[config.mk]
export PLATFORM = sky130hd
export DESIGN_NAME = paxos_proposer_round_control
export DESIGN_NICKNAME = d
export VERILOG_FILES = /design/src/hdl/ppr_pkg.sv /design/src/hdl/paxos_proposer_round_control.sv /design/src/hdl/ppr_core.sv
export SDC_FILE = /design/constraint.sdc
export NUM_CORES = 1
export LEC_CHECK = 0
export ABC_AREA = 1
export BUFFER_PORTS_ARGS = -buffer_cell sky130_fd_sc_hd__buf_2
export CAP_MARGIN = 20
export CORE_MARGIN = 5
export CORE_UTILIZATION = 46
export CTS_BUF_LIST = sky130_fd_sc_hd__clkbuf_8
export CTS_CLUSTER_DIAMETER = 120
export CTS_CLUSTER_SIZE = 28
export DETAILED_ROUTE_END_ITERATION = 8
export PLACE_DENSITY = 0.67
export SYNTH_ARGS = -nofsm -noshare
export SYNTH_HDL_FRONTEND = slang
export SYNTH_SLANG_ARGS = --single-unit
[constraint.sdc]
create_clock -name clock -period 15.4 [get_ports clock]
set_clock_uncertainty 0.1 [all_clocks]
set_input_delay 1.54 -clock clock [delete_from_list [all_inputs] [get_ports clock]]
set_output_delay 1.54 -clock clock [all_outputs]
set_load 0.1 [all_outputs]
[src/hdl/ppr_pkg.sv]
`timescale 1ns / 1ps
// ----------------------------------------------------------------------------
// ppr_pkg
// Shared types and constants for the Paxos proposer round control block.
// ----------------------------------------------------------------------------
package ppr_pkg;

   // default upper bound on peers answering per round
   localparam int PEERS_MAX_DEF = 8;

   // tally counters saturate at the top of this width
   localparam int CNT_W  = 4;
   localparam int NUM_W  = 31;
   localparam int TRY_W  = 9;

   localparam logic [NUM_W-1:0] NUM_TOP = {NUM_W{1'b1}};

   // event kinds on the request channel
   typedef enum logic [1:0] {
      MODE_SUBMIT  = 2'd0,
      MODE_PROPOSE = 2'd1,
      MODE_ACCEPT  = 2'd2,
      MODE_REPORT  = 2'd3
   } mode_type;

   // result kinds on the response channel
   localparam logic [1:0] KIND_PROPOSE = 2'd0;
   localparam logic [1:0] KIND_ACCEPT  = 2'd1;
   localparam logic [1:0] KIND_DONE    = 2'd2;

   // reply status codes
   localparam logic [1:0] ST_PROMISE = 2'd0;
   localparam logic [1:0] ST_HIGHER  = 2'd1;
   localparam logic [1:0] ST_REJECT  = 2'd1;

   // register indexes
   localparam logic REG_PEER_COUNT  = 1'b0;
   localparam logic REG_RETRY_LIMIT = 1'b1;

   // configuration handed to the round engine
   typedef struct packed {
      logic [3:0] peer_count;
      logic [7:0] retry_limit;
   } cfg_type;

endpackage

[src/hdl/paxos_proposer_round_control.sv]
`timescale 1ns / 1ps
// ----------------------------------------------------------------------------
// paxos_proposer_round_control
// Paxos proposer control: counts peer replies per round and issues the next
// propose or accept request, or the finish result of a submit.
// ----------------------------------------------------------------------------
// Result: registered; it appears on rsp in the cycle after the event transfer.
// Throughput: one event per cycle; the round engine's single step logic
//   sets this, and req_tready falls only while a result waits on rsp.
// Reset: synchronous, active high; proposer state and tallies clear, but for
//   the stored values; peer_count and retry_limit return to 3. No clearing pass.
// ----------------------------------------------------------------------------
module paxos_proposer_round_control import ppr_pkg::*; #(
   parameter int PEERS_MAX = PEERS_MAX_DEF
) (
   input  logic          clock,
   input  logic          reset,
   // event channel
   input  logic          req_tvalid,
   output logic          req_tready,
   input  logic [1:0]    req_tuser,   // mode
   // reply_ok[0], reply_status[2:1], higher_proposal[33:3],
   // pending_proposal[65:34], pending_value[97:66], submit_value[129:98]
   input  logic [135:0]  req_tdata,
   // result channel
   output logic          rsp_tvalid,
   input  logic          rsp_tready,
   output logic [1:0]    rsp_tuser,   // request_kind
   // proposal_number[31:0], request_value[63:32], agreed[64]
   output logic [71:0]   rsp_tdata,
   // register port
   input  logic          csr_psel,
   input  logic          csr_penable,
   input  logic          csr_pwrite,
   input  logic [2:0]    csr_paddr,
   input  logic [31:0]   csr_pwdata,
   output logic [31:0]   csr_prdata,
   output logic          csr_pready
);

   cfg_type cfg_ff;
   logic    csr_wr;

   assign csr_pready = 1'b1;
   assign csr_wr     = csr_psel && csr_penable && csr_pwrite && csr_pready;

   // register writes
   always_ff @(posedge clock) begin
      if (reset) begin
         cfg_ff.peer_count  <= 4'd3;
         cfg_ff.retry_limit <= 8'd3;
      end else if (csr_wr) begin
         if (csr_paddr[2] == REG_PEER_COUNT) begin
            cfg_ff.peer_count <= csr_pwdata[3:0];
         end else begin
            cfg_ff.retry_limit <= csr_pwdata[7:0];
         end
      end
   end

   // register reads
   assign csr_prdata = (csr_paddr[2] == REG_RETRY_LIMIT) ?
                       {24'b0, cfg_ff.retry_limit} : {28'b0, cfg_ff.peer_count};

   ppr_core #(
      .PEERS_MAX (PEERS_MAX)
   ) u_core (
      .clock      (clock),
      .reset      (reset),
      .cfg        (cfg_ff),
      .req_tvalid (req_tvalid),
      .req_tready (req_tready),
      .req_tuser  (req_tuser),
      .req_tdata  (req_tdata),
      .rsp_tvalid (rsp_tvalid),
      .rsp_tready (rsp_tready),
      .rsp_tuser  (rsp_tuser),
      .rsp_tdata  (rsp_tdata)
   );

endmodule

[src/hdl/ppr_core.sv]
`timescale 1ns / 1ps
// ----------------------------------------------------------------------------
// ppr_core
// Round engine: applies one event per cycle, unless a result is held on rsp,
// to the proposer state and registers the request or finish result it causes.
// ----------------------------------------------------------------------------
module ppr_core import ppr_pkg::*; #(
   parameter int PEERS_MAX = PEERS_MAX_DEF
) (
   input  logic          clock,
   input  logic          reset,
   input  cfg_type       cfg,
   input  logic          req_tvalid,
   output logic          req_tready,
   input  logic [1:0]    req_tuser,   // mode
   // reply_ok, reply_status, higher_proposal, pending_proposal,
   // pending_value, submit_value, zero fill
   input  logic [135:0]  req_tdata,
   output logic          rsp_tvalid,
   input  logic          rsp_tready,
   output logic [1:0]    rsp_tuser,   // request_kind
   // proposal_number, request_value, agreed, zero fill
   output logic [71:0]   rsp_tdata
);

   typedef enum logic [1:0] {
      PH_IDLE    = 2'd0,
      PH_PROPOSE = 2'd1,
      PH_ACCEPT  = 2'd2
   } phase_type;

   localparam logic [CNT_W-1:0] PEERS_TOP = CNT_W'(PEERS_MAX);
   localparam logic [CNT_W-1:0] CNT_TOP   = {CNT_W{1'b1}};

   // input field split
   logic                     in_ok;
   logic [1:0]               in_status;
   logic [NUM_W-1:0]         in_higher;
   logic signed [31:0]       in_pnum;
   logic [31:0]              in_pval;
   logic [31:0]              in_sval;
   logic                     in_xfer;

   assign in_ok     = req_tdata[0];
   assign in_status = req_tdata[2:1];
   assign in_higher = req_tdata[33:3];
   assign in_pnum   = $signed(req_tdata[65:34]);
   assign in_pval   = req_tdata[97:66];
   assign in_sval   = req_tdata[129:98];

   // state
   phase_type                phase_ff, phase_in;
   logic [NUM_W-1:0]         highest_ff, highest_in;
   logic [TRY_W-1:0]         tries_ff, tries_in;
   logic [NUM_W-1:0]         own_num_ff, own_num_in;
   logic [31:0]              own_val_ff, own_val_in;
   logic [CNT_W-1:0]         replies_ff, replies_in;
   logic [CNT_W-1:0]         answers_ff, answers_in;
   logic                     higher_ff, higher_in;
   logic                     replay_ff, replay_in;
   logic signed [31:0]       best_num_ff, best_num_in;
   logic [31:0]              best_val_ff, best_val_in;
   logic                     reject_ff, reject_in;

   // result register
   logic                     rsp_valid_ff;
   logic [1:0]               rsp_kind_ff;
   logic [31:0]              rsp_num_ff;
   logic [31:0]              rsp_val_ff;
   logic                     rsp_agreed_ff;

   // combinational step outputs
   logic                     emit;
   logic [1:0]               emit_kind;
   logic [31:0]              emit_num;
   logic [31:0]              emit_val;
   logic                     emit_agreed;
   logic [CNT_W-1:0]         peers;
   logic                     do_try;
   logic                     closed;
   logic                     major;

   // effective peer count, clamped to 1..PEERS_MAX
   always_comb begin
      peers = cfg.peer_count;
      if (peers == '0) begin
         peers = CNT_W'(1);
      end
      if (peers > PEERS_TOP) begin
         peers = PEERS_TOP;
      end
   end

   // one event step
   always_comb begin
      phase_in    = phase_ff;
      highest_in  = highest_ff;
      tries_in    = tries_ff;
      own_num_in  = own_num_ff;
      own_val_in  = own_val_ff;
      replies_in  = replies_ff;
      answers_in  = answers_ff;
      higher_in   = higher_ff;
      replay_in   = replay_ff;
      best_num_in = best_num_ff;
      best_val_in = best_val_ff;
      reject_in   = reject_ff;
      emit        = 1'b0;
      emit_kind   = KIND_PROPOSE;
      emit_num    = '0;
      emit_val    = '0;
      emit_agreed = 1'b0;
      do_try      = 1'b0;
      closed      = 1'b0;
      major       = 1'b0;

      case (mode_type'(req_tuser))
         MODE_REPORT: begin
            if (phase_ff == PH_IDLE && in_higher > highest_ff) begin
               highest_in = in_higher;
            end
         end
         MODE_SUBMIT: begin
            if (phase_ff == PH_IDLE) begin
               own_val_in = in_sval;
               tries_in   = '0;
               do_try     = 1'b1;
            end
         end
         MODE_PROPOSE: begin
            if (phase_ff == PH_PROPOSE) begin
               if (replies_ff != CNT_TOP) begin
                  replies_in = replies_ff + CNT_W'(1);
               end
               if (in_ok) begin
                  if (answers_ff != CNT_TOP) begin
                     answers_in = answers_ff + CNT_W'(1);
                  end
                  if (!higher_ff) begin
                     if (in_status == ST_HIGHER) begin
                        higher_in = 1'b1;
                        if (highest_ff < in_higher) begin
                           highest_in = in_higher;
                        end
                     end else if (in_status != ST_PROMISE) begin
                        if (in_pnum > best_num_ff) begin
                           best_num_in = in_pnum;
                           best_val_in = in_pval;
                        end
                        replay_in = 1'b1;
                     end
                  end
               end
               closed = !(replies_in < peers);
               major  = answers_in > (peers >> 1);
               if (closed) begin
                  if (!major) begin
                     highest_in = own_num_ff;
                     do_try     = 1'b1;
                  end else if (higher_in) begin
                     do_try = 1'b1;
                  end else begin
                     // no pending transaction: propose our own value
                     if (best_num_in == -32'sd1) begin
                        best_num_in = $signed({1'b0, own_num_ff});
                        best_val_in = own_val_ff;
                     end
                     replies_in = '0;
                     answers_in = '0;
                     reject_in  = 1'b0;
                     phase_in   = PH_ACCEPT;
                     emit       = 1'b1;
                     emit_kind  = KIND_ACCEPT;
                     emit_num   = best_num_in;
                     emit_val   = best_val_in;
                  end
               end
            end
         end
         MODE_ACCEPT: begin
            if (phase_ff == PH_ACCEPT) begin
               if (replies_ff != CNT_TOP) begin
                  replies_in = replies_ff + CNT_W'(1);
               end
               if (in_ok) begin
                  if (answers_ff != CNT_TOP) begin
                     answers_in = answers_ff + CNT_W'(1);
                  end
                  if (in_status == ST_REJECT) begin
                     reject_in = 1'b1;
                  end
               end
               closed = !(replies_in < peers);
               major  = answers_in > (peers >> 1);
               if (closed) begin
                  if (!replay_ff && major && !reject_in &&
                      best_num_ff == $signed({1'b0, own_num_ff})) begin
                     phase_in    = PH_IDLE;
                     emit        = 1'b1;
                     emit_kind   = KIND_DONE;
                     emit_agreed = 1'b1;
                  end else begin
                     do_try = 1'b1;
                  end
               end
            end
         end
         default: begin
         end
      endcase

      // next try, or give up once the retry budget is spent
      if (do_try) begin
         emit = 1'b1;
         if (tries_in < ({1'b0, cfg.retry_limit} + TRY_W'(1))) begin
            tries_in = tries_in + TRY_W'(1);
            if (highest_in < NUM_TOP) begin
               highest_in = highest_in + NUM_W'(1);
            end
            own_num_in  = highest_in;
            replies_in  = '0;
            answers_in  = '0;
            higher_in   = 1'b0;
            replay_in   = 1'b0;
            reject_in   = 1'b0;
            best_num_in = -32'sd1;
            phase_in    = PH_PROPOSE;
            emit_kind   = KIND_PROPOSE;
            emit_num    = {1'b0, highest_in};
         end else begin
            phase_in  = PH_IDLE;
            emit_kind = KIND_DONE;
         end
      end
   end

   // take a new event whenever the result slot is free or draining
   assign req_tready = !rsp_valid_ff || rsp_tready;
   assign in_xfer    = req_tvalid && req_tready;

   // state and result register
   always_ff @(posedge clock) begin
      if (reset) begin
         phase_ff     <= PH_IDLE;
         highest_ff   <= '0;
         tries_ff     <= '0;
         own_num_ff   <= '0;
         replies_ff   <= '0;
         answers_ff   <= '0;
         higher_ff    <= 1'b0;
         replay_ff    <= 1'b0;
         best_num_ff  <= -32'sd1;
         reject_ff    <= 1'b0;
         rsp_valid_ff <= 1'b0;
      end else begin
         if (in_xfer) begin
            phase_ff     <= phase_in;
            highest_ff   <= highest_in;
            tries_ff     <= tries_in;
            own_num_ff   <= own_num_in;
            replies_ff   <= replies_in;
            answers_ff   <= answers_in;
            higher_ff    <= higher_in;
            replay_ff    <= replay_in;
            best_num_ff  <= best_num_in;
            reject_ff    <= reject_in;
            // slot is free or draining here
            rsp_valid_ff <= emit;
         end else if (rsp_tready) begin
            rsp_valid_ff <= 1'b0;
         end
      end
   end

   // value stores and result payload carry no reset
   always_ff @(posedge clock) begin
      if (in_xfer) begin
         own_val_ff  <= own_val_in;
         best_val_ff <= best_val_in;
         if (emit) begin
            rsp_kind_ff   <= emit_kind;
            rsp_num_ff    <= emit_num;
            rsp_val_ff    <= emit_val;
            rsp_agreed_ff <= emit_agreed;
         end
      end
   end

   assign rsp_tvalid = rsp_valid_ff;
   assign rsp_tuser  = rsp_kind_ff;
   assign rsp_tdata  = {7'b0, rsp_agreed_ff, rsp_val_ff, rsp_num_ff};

endmodule

==> flow_metrics.py <==
metrics = {
    "run_status": {
        "status": "finished, final reports clean",
    },
    "clock_network": {
        "htree_levels": 1,
        "root_buffer": "clkbuf_8",
        "path_clk_slew_ns": 0.17,
        "cts_made_buffers": 13,
        "clock-sinks": 260,
        "cts_tree": "yes",
        "cts_resized": 0,
        "postCtsSetupRepairBufs": 0,
        "cts_hold_buf": 0,
        "clk_path_buf_depth": 3,
        "clock_latency_ns": 0.59,
    },
    "synth": {
        "synth_top_cell_area_share": 0.203,
        "synth_most_common_cell": "nand2_1",
        "syn-cell-area_um2": 19300,
        "synthTopCellsByCount": "909 x nand2_1, 346 x inv_1, 196 x nor2_1",
        "yosysWarnings": 0,
        "seq_area_frac_synth": 0.337,
        "syn_inst": 2860,
        "synth_top_cells_by_area": "edfxtp_1 20%, nand2_1 18%, dfxtp_1 13%",
        "synth_edf_count": 131,
        "ys.flop_type": "edfxtp_1",
        "yosys_register_bits": 260,
        "synthArstFlopShare": 0,
        "avgSynthCellArea_um2": 6.76,
        "synth_cell_types": 57,
        "synth_top_cell_by_area": "edfxtp_1",
    },
    "sta": {
        "min_period_ns": 6.77,
        "grt_setup_unrepaired": "no",
        "min_period_over_period": 0.440,
        "max_freq_ghz": 0.148,
        "finalHoldViolations": 0,
        "setup_tns_ns": 0,
        "setup_viol": 0,
        "tightest_slew_ns": 1.15,
        "maxSlewHeadroom": 0.232,
        "report.final.slew_viol_count": 0,
        "hold_ws_ns": 0.394,
    },
    "floorplan": {
        "fp.dieW_um": 215,
        "coreArea_um2": 41800,
        "initial_core_util": 0.463,
        "die-area_um2": 46200,
        "ios": 289,
        "row_count": 75,
        "die_h_um": 215,
    },
    "routing": {
        "ant_nets": 0,
        "wirelength_um": 66900,
        "drt_iter0_drc": 1905,
        "dr.pass1.iters": 6,
        "vias": 19800,
        "drt-vias-per-instance": 5.61,
        "wl_per_cell_um": 19.0,
        "drc_errors": 0,
    },
    "power": {
        "vdd_drop_max_mv": 0.0489,
        "p_leak_nw": 10.2,
        "clkPwrFrac": 0.214,
        "combPwrFrac": 0.314,
        "seqPwrFrac": 0.472,
        "p_sw_frac": 0.385,
        "powerDensity_nw_per_um2": 78.5,
        "power.switching_w": 0.000631,
        "p_total_w": 0.00164,
        "internal_power_w": 0.00101,
    },
    "grt": {
        "gr-total-overflow": 0,
        "grt_pass1_wl_um": 104000,
        "grtUsageTotal": 0.275,
        "grt_start_max_net_pins": 75,
        "first_global_vias": 19000,
        "antenna_found_initial": 2,
    },
    "setup_path": {
        "start_kind": "primary input",
        "worstReg2RegEnd": "u_core.rsp_val_ff[5]",
        "cp_top_family": "simple AND/OR/NAND/NOR gates",
        "crit_top_cell": "nand2_1",
        "cp-endpoint": "u_core.rsp_val_ff[5]",
        "cp_num_cells": 16,
        "critPathKind": "primary input to flop",
        "rrSetupSlack_ns": 9.10,
        "reg2reg_depth": 18,
        "worstPathMaxFanout": 52,
        "crit_arrival_ns": 6.94,
        "end_kind": "flop",
        "crit_slowest_cell": "a21boi_2",
        "worst-path-buf-inv": 4,
        "r2r-start": "u_core.best_num_ff[31]",
        "required_ns": 15.57,
        "path_cells": "buf_2 > inv_2 > or2_0 > nor2_1 > a21boi_2 > nand3_4 > buf_4 > o21ai_0 > nand2_1 > nor2_1 > nand2_1 > nor2_2 > nand2_1 > inv_2 > or2_2 > a21oi_1",
        "critPathLaunch": "req_tdata[0]",
        "cpPeakStageDelay_ns": 0.84,
    },
    "job": {
        "maxCapViolCount": 0,
    },
    "layout": {
        "antenna_cells": 0,
        "drive_gt1_frac": 0.115,
        "area_delta_synth_final_pct": 7.90,
        "fin_area_um2": 20900,
        "fillers": 4259,
        "postLayoutCoreUtil": 0.500,
        "nets": 3249,
    },
    "hold_path": {
        "worst_hold_path_type": "flop to flop",
    },
    "placed_design": {
        "gp_congestion": 1.03,
        "place_area_um2": 20500,
        "portBuffers": 224,
        "dp.final_hpwl_um": 48700,
    },
}
## power groups by stage
stage                     clock network, W  logic [W]  registers (W)
final                             0.000351   0.000515       0.000773
after global routing              0.000376   0.000566       0.000775
after CTS                         0.000355   0.000505       0.000772
after detailed placement                 0   0.000504       0.000787
after global placement                   0   0.000492       0.000786
after floorplan                          0   0.000354       0.000808
## layout by cell type (no fill, tap or decap), types with 27 or more instances in the layout
master and count:
edfxtp_1 131, nand3b_1 27, buf_2 224, or2_2 29
ha_1 86, conb_1 32, nand3_1 182, inv_1 348
a21oi_1 147, dfxtp_1 129, nor2_1 191, nand2_1 908
o21ai_0 138, nand4_1 93, o22ai_1 34
## through the flow
stage,cells,setup WS (ns)
after floorplan,2890,7.94
after global placement,3503,8.09
after detailed placement,3505,8.06
after CTS,3526,8.66
after global routing,3528,8.09
final,3528,8.63
## cell type report
| type | instances | area (µm²) | area share |
|---|---|---|---|
| Multi-Input combinational cell | 2104 | 10700 | 0.513 |
| Sequential cell | 260 | 6520 | 0.312 |
| Timing Repair Buffer | 251 | 1370 | 0.0656 |
| Inverter | 353 | 1330 | 0.0635 |
| Tap cell | 539 | 674 | 0.0323 |
| Clock buffer | 13 | 179 | 0.00858 |
| Clock inverter | 8 | 90.1 | 0.00432 |
## flip-flops by register name (all words and copies together) (netlist names), 2 cells and up
signal / cells
cfg_ff: 12
u_core.answers_ff: 4
u_core.best_num_ff: 32
u_core.best_val_ff: 32
u_core.highest_ff: 31
u_core.own_num_ff: 31
u_core.own_val_ff: 32
u_core.phase_ff: 2
u_core.replies_ff: 4
u_core.rsp_num_ff: 32
u_core.rsp_tuser: 2
u_core.rsp_val_ff: 32
u_core.tries_ff: 9
## kinds of logic after synthesis
kind of cell,synth area share
AO/OA/AOI/OAI,0.134
buffers and inverters,0.118
adder cells (fa/ha/maj),0.0557
multiplexers,0.00414
flip-flops,0.337
AND/OR/NAND/NOR,0.331
other,0.000388
XOR/XNOR,0.0195
## how the worst min path moves through the flow
stage / start / to / slack [ns] / cells past startpoint
2_1_floorplan: u_core.tries_ff[7] / u_core.tries_ff[7] / 0.35 / 2
3_3_place_gp: u_core.tries_ff[7] / u_core.tries_ff[7] / 0.35 / 2
3_5_place_dp: u_core.tries_ff[7] / u_core.tries_ff[7] / 0.37 / 2
4_1_cts: u_core.tries_ff[7] / u_core.tries_ff[7] / 0.39 / 2
5_1_grt: u_core.tries_ff[7] / u_core.tries_ff[7] / 0.41 / 2
6_report: u_core.tries_ff[7] / u_core.tries_ff[7] / 0.39 / 2
## layer usage
| metal | share of wire | GRT usage | vias to the layer above |
|---|---|---|---|
| met1 | 0.42 | 0.364 | 9287 |
| met4 | 0.035 | 0.0847 | 2 |
| met3 | 0.072 | 0.0349 | 146 |
| li1 | - | - | 9548 |
| met5 | 0.00016 | 0 | - |
| met2 | 0.48 | 0.473 | 825 |
## worst reg2reg max path: cells and delay by family, from the launching register on
family / cells / cell delay [ns]
simple gates: 11 / 2.17
buf+inv: 3 / 1.49
compound gates: 3 / 1.41
fa+ha+maj: 1 / 0.35
flops: 1 / 0.52
(Power assumes the default switching activity.)
